File: src/rtl/core/csvg_isqrt.sv
// Pipelined integer square root, one root bit per stage, with a side word carried along.
// Input is known to lie in [2^(2*FRAC), 3*2^(2*FRAC)]. No package use.
module csvg_isqrt #(
  parameter int unsigned FRAC = 16,
  parameter int unsigned SW   = 54
) (
  input  logic                  clk_i,
  input  logic                  rst_ni,
  input  logic                  en_i,
  input  logic                  valid_i,
  input  logic [2*FRAC+1:0]     sq_i,
  input  logic [SW-1:0]         side_i,
  output logic                  valid_o,
  output logic [FRAC:0]         root_o,
  output logic [SW-1:0]         side_o
);

  localparam int unsigned SqW = 2*FRAC + 2;
  localparam int unsigned TW  = 2*FRAC + 3;
  localparam int unsigned RW  = FRAC + 1;

  logic          valid_q [RW];
  logic [SqW-1:0] rem_q  [RW];
  logic [RW-1:0] root_q  [RW];
  logic [SW-1:0] side_q  [RW];

  // Stage k settles root bit FRAC-k
  for (genvar k = 0; k < RW; k++) begin : g_stage
    localparam int unsigned B = FRAC - k;
    logic           valid_in;
    logic [SqW-1:0] rem_in;
    logic [RW-1:0]  root_in;
    logic [SW-1:0]  side_in;
    logic [TW-1:0]  trial;
    logic           take;

    if (k == 0) begin : g_first
      assign valid_in = valid_i;
      assign rem_in   = sq_i;
      assign root_in  = '0;
      assign side_in  = side_i;
    end else begin : g_next
      assign valid_in = valid_q[k-1];
      assign rem_in   = rem_q[k-1];
      assign root_in  = root_q[k-1];
      assign side_in  = side_q[k-1];
    end

    assign trial = (TW'(root_in) << (B + 1)) + (TW'(1) << (2 * B));
    assign take  = ({1'b0, rem_in} >= trial);

    always_ff @(posedge clk_i or negedge rst_ni) begin
      if (!rst_ni) begin
        valid_q[k] <= 1'b0;
      end else if (en_i) begin
        valid_q[k] <= valid_in;
      end
    end

    always_ff @(posedge clk_i) begin
      if (en_i) begin
        rem_q[k]  <= take ? SqW'({1'b0, rem_in} - trial) : rem_in;
        root_q[k] <= take ? (root_in | (RW'(1) << B)) : root_in;
        side_q[k] <= side_in;
      end
    end
  end

  assign valid_o = valid_q[RW-1];
  assign root_o  = root_q[RW-1];
  assign side_o  = side_q[RW-1];

endmodule

File: config.mk
export PLATFORM = sky130hd
export DESIGN_NAME = csvg_isqrt
export DESIGN_NICKNAME = d
export VERILOG_FILES = /design/src/rtl/core/csvg_isqrt.sv
export SDC_FILE = /design/constraint.sdc
export NUM_CORES = 1
export LEC_CHECK = 0
export ABC_AREA = 1
export BUFFER_PORTS_ARGS = -buffer_cell sky130_fd_sc_hd__buf_2
export CAP_MARGIN = 15
export CORE_MARGIN = 8
export CORE_UTILIZATION = 24
export DETAILED_ROUTE_END_ITERATION = 6
export MAX_ROUTING_LAYER = met4
export PLACE_DENSITY = 0.35
export SYNTH_ARGS = -nofsm -noshare
export SYNTH_HDL_FRONTEND = slang
export SYNTH_SLANG_ARGS = --single-unit
File: constraint.sdc
create_clock -name clk_i -period 2.6 [get_ports clk_i]
set_clock_uncertainty 0.15 [all_clocks]
set_input_delay 0.52 -clock clk_i [delete_from_list [all_inputs] [get_ports clk_i]]
set_output_delay 0.52 -clock clk_i [all_outputs]
set_load 0.005 [all_outputs]
==> impl_metrics.json <==
{
  "antenna_found_initial": 8,
  "drive_above_1_share_pct": 14.9,
  "vias_per_cell": 3.96,
  "wire_per_inst_um": 16.2,
  "hp-class": "reg2reg",
  "p_per_area_nw_per_um2": 832,
  "htree_levels": 4,
  "grtUsageTotal_pct": 10.8,
  "finalWeightedCongestion": 0.844,
  "ios": 164,
  "cts.clk_slew.worst_paths_ns": 0.06,
  "fmax_mhz": 406,
  "worstMarginPinSlew_ns": 0.792,
  "final_hold_viol_count": 0,
  "start_util_pct": 24.1,
  "instances_no_fill": 9721,
  "clk_latency_ns": 0.85,
  "synth_edf_count": 1615,
  "slew_viol_final": 0,
  "placedCellCount": 9261,
  "drc": 0,
  "seq_area_frac_synth_pct": 73.7,
  "setup_viol": 0,
  "drv_cap": 0,
  "area_growth_pct": 22.5,
  "dr.pass1.iters": 5,
  "place_ws_ns": -0.203,
  "slew_headroom_pct": 47.0,
  "syn-cell-area_um2": 66400,
  "syn_avg_cell_area_um2": 12.8,
  "postSynthCellCount": 5187,
  "fp-row-count": 193,
  "ys.flop_type": "edfxtp_1",
  "p_leak_nw": 31.5,
  "io_buffers": 163,
  "rsz0062_at_grt": "true",
  "cp-start-kind": "register",
  "ys_async_sr_fraction_pct": 1.04,
  "clock-sinks": 1632,
  "wl_mm": 157,
  "synth-xor-area-share_pct": 1.67,
  "ys_ff_latch": 1632,
  "ant_nets": 0,
  "finalCritPeriodShare_pct": 94.8,
  "cts_buffers": 193,
  "dp_hpwl_mm": 116,
  "ff2ff_path_depth": 13,
  "path_max_fanout": 15,
  "synth_top_family_by_area": "simple AND/OR/NAND/NOR gates",
  "cp-endpoint": "rem_q[0][480]",
  "crit_type": "reg2reg",
  "grt_first_pass_wirelength_mm": 241,
  "ys_types": 55,
  "layout.nets": 6114,
  "cts_tree": "done",
  "r2r-end": "rem_q[0][480]",
  "synth-simple-area-share_pct": 14.1,
  "ir_drop_v": 0.000507,
  "global_route.overflow_total": 0,
  "timing.rr.start": "root_q[13][10]",
  "chipHeight_um": 542,
  "status": "complete, no violations",
  "core_um2": 276000,
  "critPathRequiredTime_ns": 2.98,
  "clock_tree.root_cell": "clkbuf_16",
  "dieWidth_um": 542,
  "ff2ff_setup_slack_ns": 0.13,
  "dieArea_um2": 294000,
  "grt_max_degree": 133,
  "nFillCells": 28100,
  "synth.mux.area_fraction_pct": 0.0170,
  "synth_fa_ha_area_share_pct": 3.13,
  "drt_iter0_markers": 2058,
  "synth_warnings": 0,
  "startpoint": "root_q[13][10]",
  "cts_buffer_depth": 4,
  "synth_fp_nets": 5445,
  "cp.arrival_ns": 2.85,
  "grt_pass1_vias": 40500,
  "min_period_ns": 2.47,
  "synth_compound_area_share_pct": 3.31,
  "fin_ws_ns": 0.134,
  "vias": 38500,
  "worstSetupEndpointType": "register"
}
-- cells in the final DEF (no fill, tap or decap), types with 30 or more instances in the layout --
| master | Yosys | routed |
|---|---|---|
| xnor2_1 | 41 | 41 |
| ha_1 | 166 | 141 |
| o21ai_0 | 82 | 81 |
| buf_2 | 9 | 162 |
| nand2_2 | 26 | 33 |
| clkinv_1 | 1 | 53 |
| nand2_1 | 1270 | 1262 |
| clkbuf_1 | 4 | 46 |
| nor2_1 | 401 | 391 |
| clkbuf_16 | 0 | 194 |
| buf_12 | 0 | 41 |
| edfxtp_1 | 1615 | 1615 |
| a21oi_1 | 165 | 159 |
| nand4_1 | 72 | 72 |
| nand3b_1 | 41 | 41 |
| nor3_1 | 54 | 51 |
| buf_4 | 12 | 212 |
| xor2_1 | 86 | 86 |
| nor4_1 | 33 | 33 |
| inv_1 | 623 | 623 |
| inv_2 | 30 | 30 |
| a21oi_2 | 39 | 44 |
| dlygate4sd3_1 | 0 | 93 |
| nand3_1 | 238 | 237 |
-- per-layer routing --
metal / track usage, % / routed length [um]
met4: 4.35 / 6420
met5: - / 0
met3: 1.69 / 5740
met2: 17.8 / 74300
met1: 13.2 / 70900
-- where the power goes --
| part | leakage (nW) | switching, W | internal (W) |
|---|---|---|---|
| sequential | 15.9 | 0.00131 | 0.0317 |
| clock | 2.92 | 0.0108 | 0.0151 |
| combinational | 12.7 | 0.00560 | 0.00320 |
| total | 31.5 | 0.0177 | 0.0500 |
-- sequential cells by signal, indices dropped and copies added (netlist names) --
signal and cells:
g_stage.valid_in 16, rem_q 544, root_q 153, side_q 918, valid_o 1
-- worst min path at each step --
stage,start,to,slack (ns),cells past startpoint
6_report,side_q[4][2],side_q[5][2],0.21,0
5_1_grt,side_i[40],side_q[0][40],0.14,2
4_1_cts,side_i[40],side_q[0][40],0.1,2
3_5_place_dp,side_q[9][26],side_q[10][26],0.25,0
3_3_place_gp,side_q[11][36],side_q[12][36],0.25,0
2_1_floorplan,rst_ni,g_stage[10].valid_in,0.07,0
-- logic make-up (layout without fill, tap and decap cells) --
group	count (synthesis)	in the layout
flip-flops	1632	1632
adder cells (fa/ha/maj)	166	166
multiplexers	1	1
other	0	3
AND/OR/NAND/NOR	2202	2203
AO/OA/AOI/OAI	368	368
buffers and inverters	691	1516
XOR/XNOR	127	127
-- per-stage QoR --
step / power (W) / hold slack (ns) / instance area, um2 / util [%] / setup TNS [ns]
after floorplan: 0.0382 / 0.0744 / 66400 / - / 0
after global placement: 0.0423 / 0.250 / 73900 / 26.8 / -2.97
after detailed placement: 0.0423 / 0.255 / 73900 / 26.8 / -2.59
after CTS: 0.0691 / 0.0998 / 80900 / 29.3 / 0
after global routing: 0.0714 / 0.144 / 81300 / 29.5 / -0.0643
final: 0.0677 / 0.212 / 81300 / 29.5 / 0
-- final cells by class --
| cell class | instances | area [um2] | share of cell area (%) |
|---|---|---|---|
| clock buffers | 240 | 5030 | 6.18 |
| diodes | 3 | 7.51 | 0.00923 |
| repair buffers | 509 | 4170 | 5.12 |
| flip-flops and latches | 1632 | 48900 | 60.1 |
| clock inverters | 112 | 998 | 1.23 |
| well taps | 3705 | 4640 | 5.70 |
| inverters | 655 | 2460 | 3.03 |
| multi-input cells | 2865 | 15100 | 18.6 |
-- worst max-delay path, stage by stage, from the launching register on --
cell      delay [ns]
edfxtp_1        0.44
inv_1           0.09
ha_2            0.30
a21oi_1         0.23
nand2_1         0.15
nand2_1         0.08
nand2_1         0.09
inv_2           0.08
nand2_2         0.08
nand2_1         0.08
nand2_2         0.11
buf_12          0.18
nand2_1         0.06
nand2_1         0.09
-- cell usage after synthesis, types with 26 or more instances --
cell type	number	area share, %
a21oi_1	165	1.2
a21oi_2	39	0.51
edfxtp_1	1615	73
ha_1	166	3.1
inv_1	623	3.5
inv_2	30	0.17
nand2_1	1270	7.2
nand2_2	26	0.24
nand3_1	238	1.8
nand3b_1	41	0.46
nand4_1	72	0.68
nor2_1	401	2.3
nor3_1	54	0.41
nor4_1	33	0.31
o21ai_0	82	0.62
o21ai_1	26	0.20
xnor2_1	41	0.54
xor2_1	86	1.1
-- timing repair --
action,CTS,global route
setup endpoints to repair,27,127
cloned,0,1
buffers inserted,1,10
pin swaps,1,4
hold buffers,93,0
endpoints found under the hold margin,121,0
gates resized for setup,8,62
No activity file was read; power rests on OpenSTA's default activity.
