--- config.mk ---
export PLATFORM = sky130hd
export DESIGN_NAME = csvg_div
export DESIGN_NICKNAME = d
export VERILOG_FILES = /design/src/rtl/core/csvg_div.sv
export SDC_FILE = /design/constraint.sdc
export NUM_CORES = 2
export LEC_CHECK = 0
export BUFFER_PORTS_ARGS = -buffer_cell sky130_fd_sc_hd__buf_2
export CAP_MARGIN = 10
export CORE_UTILIZATION = 50
export DETAILED_ROUTE_END_ITERATION = 10
export GPL_ROUTABILITY_DRIVEN = 1
export HOLD_SLACK_MARGIN = 0.12
export PLACE_DENSITY_LB_ADDON = 0.05
export SYNTH_ARGS = -nofsm -noshare
export SYNTH_HDL_FRONTEND = slang
export SYNTH_SLANG_ARGS = --single-unit
--- constraint.sdc ---
create_clock -name clk_i -period 4.9 [get_ports clk_i]
set_input_delay 0.98 -clock clk_i [delete_from_list [all_inputs] [get_ports clk_i]]
set_output_delay 0.98 -clock clk_i [all_outputs]
set_load 0.05 [all_outputs]
--- src/rtl/core/csvg_div.sv ---
// Pipelined restoring divider: L lanes share one divisor, one quotient bit per stage.
// Gives round(num * 2^FRAC / den), ties away from zero, saturated to one. No package use.
module csvg_div #(
  parameter int unsigned L    = 2,
  parameter int unsigned NW   = 16,
  parameter int unsigned DW   = 15,
  parameter int unsigned FRAC = 16
) (
  input  logic                   clk_i,
  input  logic                   rst_ni,
  input  logic                   en_i,
  input  logic                   valid_i,
  input  logic [NW-1:0]          num_i [L],
  input  logic                   neg_i [L],
  input  logic [DW-1:0]          den_i,
  output logic                   valid_o,
  output logic signed [FRAC+1:0] quo_o [L]
);

  logic            valid_q [FRAC+1];
  logic [DW-1:0]   den_q   [FRAC+1];
  logic [DW-1:0]   rem_q   [FRAC+1][L];
  logic [FRAC-1:0] quo_q   [FRAC+1][L];
  logic            sat_q   [FRAC+1][L];
  logic            neg_q   [FRAC+1][L];

  logic                   valid_out_q;
  logic signed [FRAC+1:0] quo_out_q [L];

  // Entry stage: saturate when the numerator reaches the divisor
  always_ff @(posedge clk_i or negedge rst_ni) begin
    if (!rst_ni) begin
      valid_q[0] <= 1'b0;
    end else if (en_i) begin
      valid_q[0] <= valid_i;
    end
  end

  always_ff @(posedge clk_i) begin
    if (en_i) begin
      den_q[0] <= den_i;
    end
  end

  for (genvar l = 0; l < L; l++) begin : g_entry
    logic sat;
    assign sat = (num_i[l] >= NW'(den_i));
    always_ff @(posedge clk_i) begin
      if (en_i) begin
        sat_q[0][l] <= sat;
        neg_q[0][l] <= neg_i[l];
        rem_q[0][l] <= sat ? '0 : DW'(num_i[l]);
        quo_q[0][l] <= '0;
      end
    end
  end

  // Fraction stages: shift in one quotient bit each
  for (genvar k = 1; k <= FRAC; k++) begin : g_stage
    always_ff @(posedge clk_i or negedge rst_ni) begin
      if (!rst_ni) begin
        valid_q[k] <= 1'b0;
      end else if (en_i) begin
        valid_q[k] <= valid_q[k-1];
      end
    end

    always_ff @(posedge clk_i) begin
      if (en_i) begin
        den_q[k] <= den_q[k-1];
      end
    end

    for (genvar l = 0; l < L; l++) begin : g_lane
      logic [DW:0] rem2;
      logic        take;
      assign rem2 = {rem_q[k-1][l], 1'b0};
      assign take = (rem2 >= {1'b0, den_q[k-1]});
      always_ff @(posedge clk_i) begin
        if (en_i) begin
          rem_q[k][l] <= take ? DW'(rem2 - {1'b0, den_q[k-1]}) : rem2[DW-1:0];
          quo_q[k][l] <= (quo_q[k-1][l] << 1) | FRAC'(take);
          sat_q[k][l] <= sat_q[k-1][l];
          neg_q[k][l] <= neg_q[k-1][l];
        end
      end
    end
  end

  // Round on the final remainder and apply the sign
  always_ff @(posedge clk_i or negedge rst_ni) begin
    if (!rst_ni) begin
      valid_out_q <= 1'b0;
    end else if (en_i) begin
      valid_out_q <= valid_q[FRAC];
    end
  end

  for (genvar l = 0; l < L; l++) begin : g_round
    logic            up;
    logic [FRAC:0]   mag;
    assign up  = ({rem_q[FRAC][l], 1'b0} >= {1'b0, den_q[FRAC]});
    assign mag = sat_q[FRAC][l] ? ((FRAC+1)'(1) << FRAC)
                                : ({1'b0, quo_q[FRAC][l]} + (FRAC+1)'(up));
    always_ff @(posedge clk_i) begin
      if (en_i) begin
        quo_out_q[l] <= neg_q[FRAC][l] ? -$signed({1'b0, mag}) : $signed({1'b0, mag});
      end
    end
    assign quo_o[l] = quo_out_q[l];
  end

  assign valid_o = valid_out_q;

endmodule

==> impl_results.md <==
* Setup tns final at 0 ns
* Height of the die at around 370 um
* Detailed Route WL at about 160000 um
* Fill cell count at 11400
* Total gr overflow at 0
* Layout cells sized above 1 at 9.62%
* Top cells by count, synth: 1141 x edfxtp_1, 544 x ha_1, 522 x o21ai_0, 456 x inv_1, 416 x nand2_1
* Crit path DAT at 4.73 ns
* Leak at about 29 nW
* Post-synthesis area per instance at 11.4 um^2
* Maximum clock insertion buffer count at 3
* Worst EP required at between 5 and 6 ns
* CP max FO at 9
* Chip width at 368 um
* Gate Count Post-Synth at ~5900
* Antenna Nets Post-Route at 0
* Flops & latches, synth at 1159
* Register area at roughly 35000 um^2
* Pin count of the biggest net entering global routing at 112
* Starting Density at approximately half
* Pint at ~30 mW
* Dominant synthesized flop cell: edfxtp_1
* Port bufs at ~90
* Clock Latency Late Sink at around 0.79 ns
* Outcome: complete, no violations
* Final hold viol count at 0
* Post-route minimum period at between 4 and 5 ns
* TritonCTS Buffers at around 130
* Vias in the first global route at around 43000
* First-pass GRT wire length at 242000 um
* Tcrit/Tclk final at between 80 and 90%
* Vias at roughly 45000
* Clk_skew at between 0.02 and 0.025 ns
* Finish-stage setup viols at 0
* Sw Share at between 30% and 40%
* Top-area cell type share of the netlist area at 51.2%
* Post-synth design cell area at 67000 um^2
* Sw Pwr at 18.5 mW
* Initial DRC Count at 3691
* Mapped Nets at roughly 6500
* CTS resizes at 0
* Area leader, netlist: edfxtp_1
* Clk root buf: clkbuf_16
* Comb power frac at 45.1%
* RSZ-0062 raised after global routing: no
* P&R area growth vs syn at 10.7%
* Die Footprint at around 140000 um^2
* Most common cell in the netlist: edfxtp_1
* Startpoint types: flip-flop
* CTS sink count at 1159
* DRC at 0
* Clk slew on worst S/H paths at roughly 0.060 ns
* Synth warn at 0
* Crit. End Element: flip-flop
* Initial antenna violation count at 5
* HPWL Detailed at 120000 um
* HP Class: input pin to flip-flop
* Worst slew pin tran at between 1 and 1.5 ns
* GPL Wtd Cong at 0.926
* FFs w/ async S/R, synth at 1.55%
* TritonCTS clock tree: yes
* Total track usage at 22.9%
* DR pass1 iterations at 6
* Sequential-to-total area share from yosys stat at 51.8%
* Post-route cell area at around 74000 um^2
* Yosys cell types at 87
* Relative slew margins at between 15 and 20%
* Clock network power share at between 20% and 30%
* IO Pins at 90
* Critical Setup Path Class: flip-flop to flip-flop
* Vias/cell at between 5 and 6
* Placed cell area at between 60000 and 70000 um^2
* P per Cell Area at 657 nW/um^2
* CORE AREA at approximately 130000 um^2
* Max-slew violation count at 0
* Max Cap Viol at 0
* Fin nets at roughly 6700
* Max Freq at roughly 240 MHz
* Post-synth EDFFs at approximately 1100
* Max VDD drop at 0.000377 V
* H-Tree Depth at 4
* Mean routed wirelength per cell at a little under 20 um
* Row cnt at ~130
* Synth area leaders: edfxtp_1 51%, ha_1 10%, o21ai_0 3.9%
* Area of the multi-input gates at ~30000 um^2
* Part of the power in registers at 34.9%
metrics by stage:
stage / cells / total power, mW / hold WS (ns) / util [%] / setup WS (ns)
finish: 7920 / 48.7 / 0.392 / 56.1 / 0.700
global route: 7918 / 52.2 / 0.349 / 56.1 / 0.278
CTS: 7918 / 49.1 / 0.332 / 56.1 / 0.610
detailed placement: 7679 / 39.1 / 0.405 / 52.9 / 0.630
global placement: 7679 / 38.8 / 0.401 / 52.9 / 0.626
floorplan: 5877 / 32.9 / 0.400 / - / 1.23
power groups by stage:
stage                     logic, mW  clock network [mW]  registers (mW)
final                          22.0                9.74            17.0
after global routing           24.6                10.4            17.3
after CTS                      22.0                10.0            17.1
after detailed placement       21.8                   0            17.2
after global placement         21.6                   0            17.2
after floorplan                16.6                   0            16.3
layout make-up:
class                   count  area share [%]
clock buffers             155            4.57
diodes                      2         0.00675
multi-input cells        4151            40.7
flip-flops and latches   1159            46.8
inverters                 460            2.33
well taps                1755            2.96
clock inverters            83            1.19
repair buffers            155            1.44
cell families (layout without fill, tap and decap cells):
logic type / count (synthesis) / after routing / share of synthesized area, %
DFF: 1159 / 1159 / 51.8
other: 0 / 2 / 0
buffers and inverters: 567 / 853 / 3.26
AOI/OAI and AO/OA: 1540 / 1540 / 14.6
adders and majority gates: 577 / 577 / 11.1
xor gates and xnor gates: 313 / 313 / 4.09
and+or+nand+nor: 1486 / 1486 / 11.2
muxes: 235 / 235 / 3.86
worst paths after layout:
path	slack, ns	to	cells after the start	start
worst max-delay path	0.70	quo_out_q[0][34]$_DFFE_PP_	17	rem_q[16][0]$_SDFFCE_PP0P_
worst max register to register	0.70	quo_out_q[0][34]$_DFFE_PP_	17	rem_q[16][0]$_SDFFCE_PP0P_
worst min-delay path	0.39	neg_q[0][1]$_DFFE_PP_	1	neg_i[1]
max in group asynchronous	3.95	valid_q[2]$_DFFE_PN0P_	2	rst_ni
worst min register to register	0.41	quo_q[6][20]$_DFFE_PP_	0	quo_q[5][19]$_DFFE_PP_
min in group asynchronous	0.66	valid_q[5]$_DFFE_PN0P_	2	rst_ni
state kept, by name, summed over array words and instances (netlist names):
name and flops:
sat_q 34, neg_q 34, valid_q 17, valid_o 1, quo_q 272, quo_out_q 36
den_q 255, rem_q 510
critical path: stages (launching register included):
cell	delay, ns
edfxtp_1	0.38
ha_1	0.28
nor2b_1	0.12
o21a_1	0.12
o21a_1	0.11
o211ai_1	0.09
a211oi_1	0.41
o2111ai_1	0.18
a21oi_1	0.15
buf_4	0.17
ha_1	0.25
nand3_2	0.20
nor4_1	0.46
a211o_1	0.18
nand2_1	0.12
or3b_1	0.42
o31ai_1	0.21
a2bb2oi_1	0.09
what timing repair did:
| item | in CTS | in global routing |
|---|---|---|
| hold buffers | 1 | 0 |
| hold endpoints to repair | 18 | 0 |
| buffers inserted | 0 | 0 |
placed cells by master, fill, tap and decap left out, drive strengths merged, types with 56 or more instances in the layout:
master  netlist  final
xnor2       193    193
ha          544    544
clkbuf       81    155
xor2        120    120
o21a        104    104
edfxtp     1141   1141
clkinv        0     56
mux2        187    187
a21o         98     98
o31ai        72     72
o21ai       545    545
nor2        318    318
a21oi       272    272
a31oi        81     81
and2         79     79
nand2       416    416
a211oi       65     65
nor2b        98     98
nor3        101    101
nand2b       79     79
nand3        71     71
buf          26    154
inv         460    466
layer usage:
| layer | part of all wire (%) | track usage (%) |
|---|---|---|
| met1 | 47 | 32.0 |
| met2 | 46 | 36.8 |
| met3 | 4.6 | 3.65 |
| met4 | 2.4 | 6.69 |
| met5 | 0 | 0 |
Power figures use the tool's default switching activity.
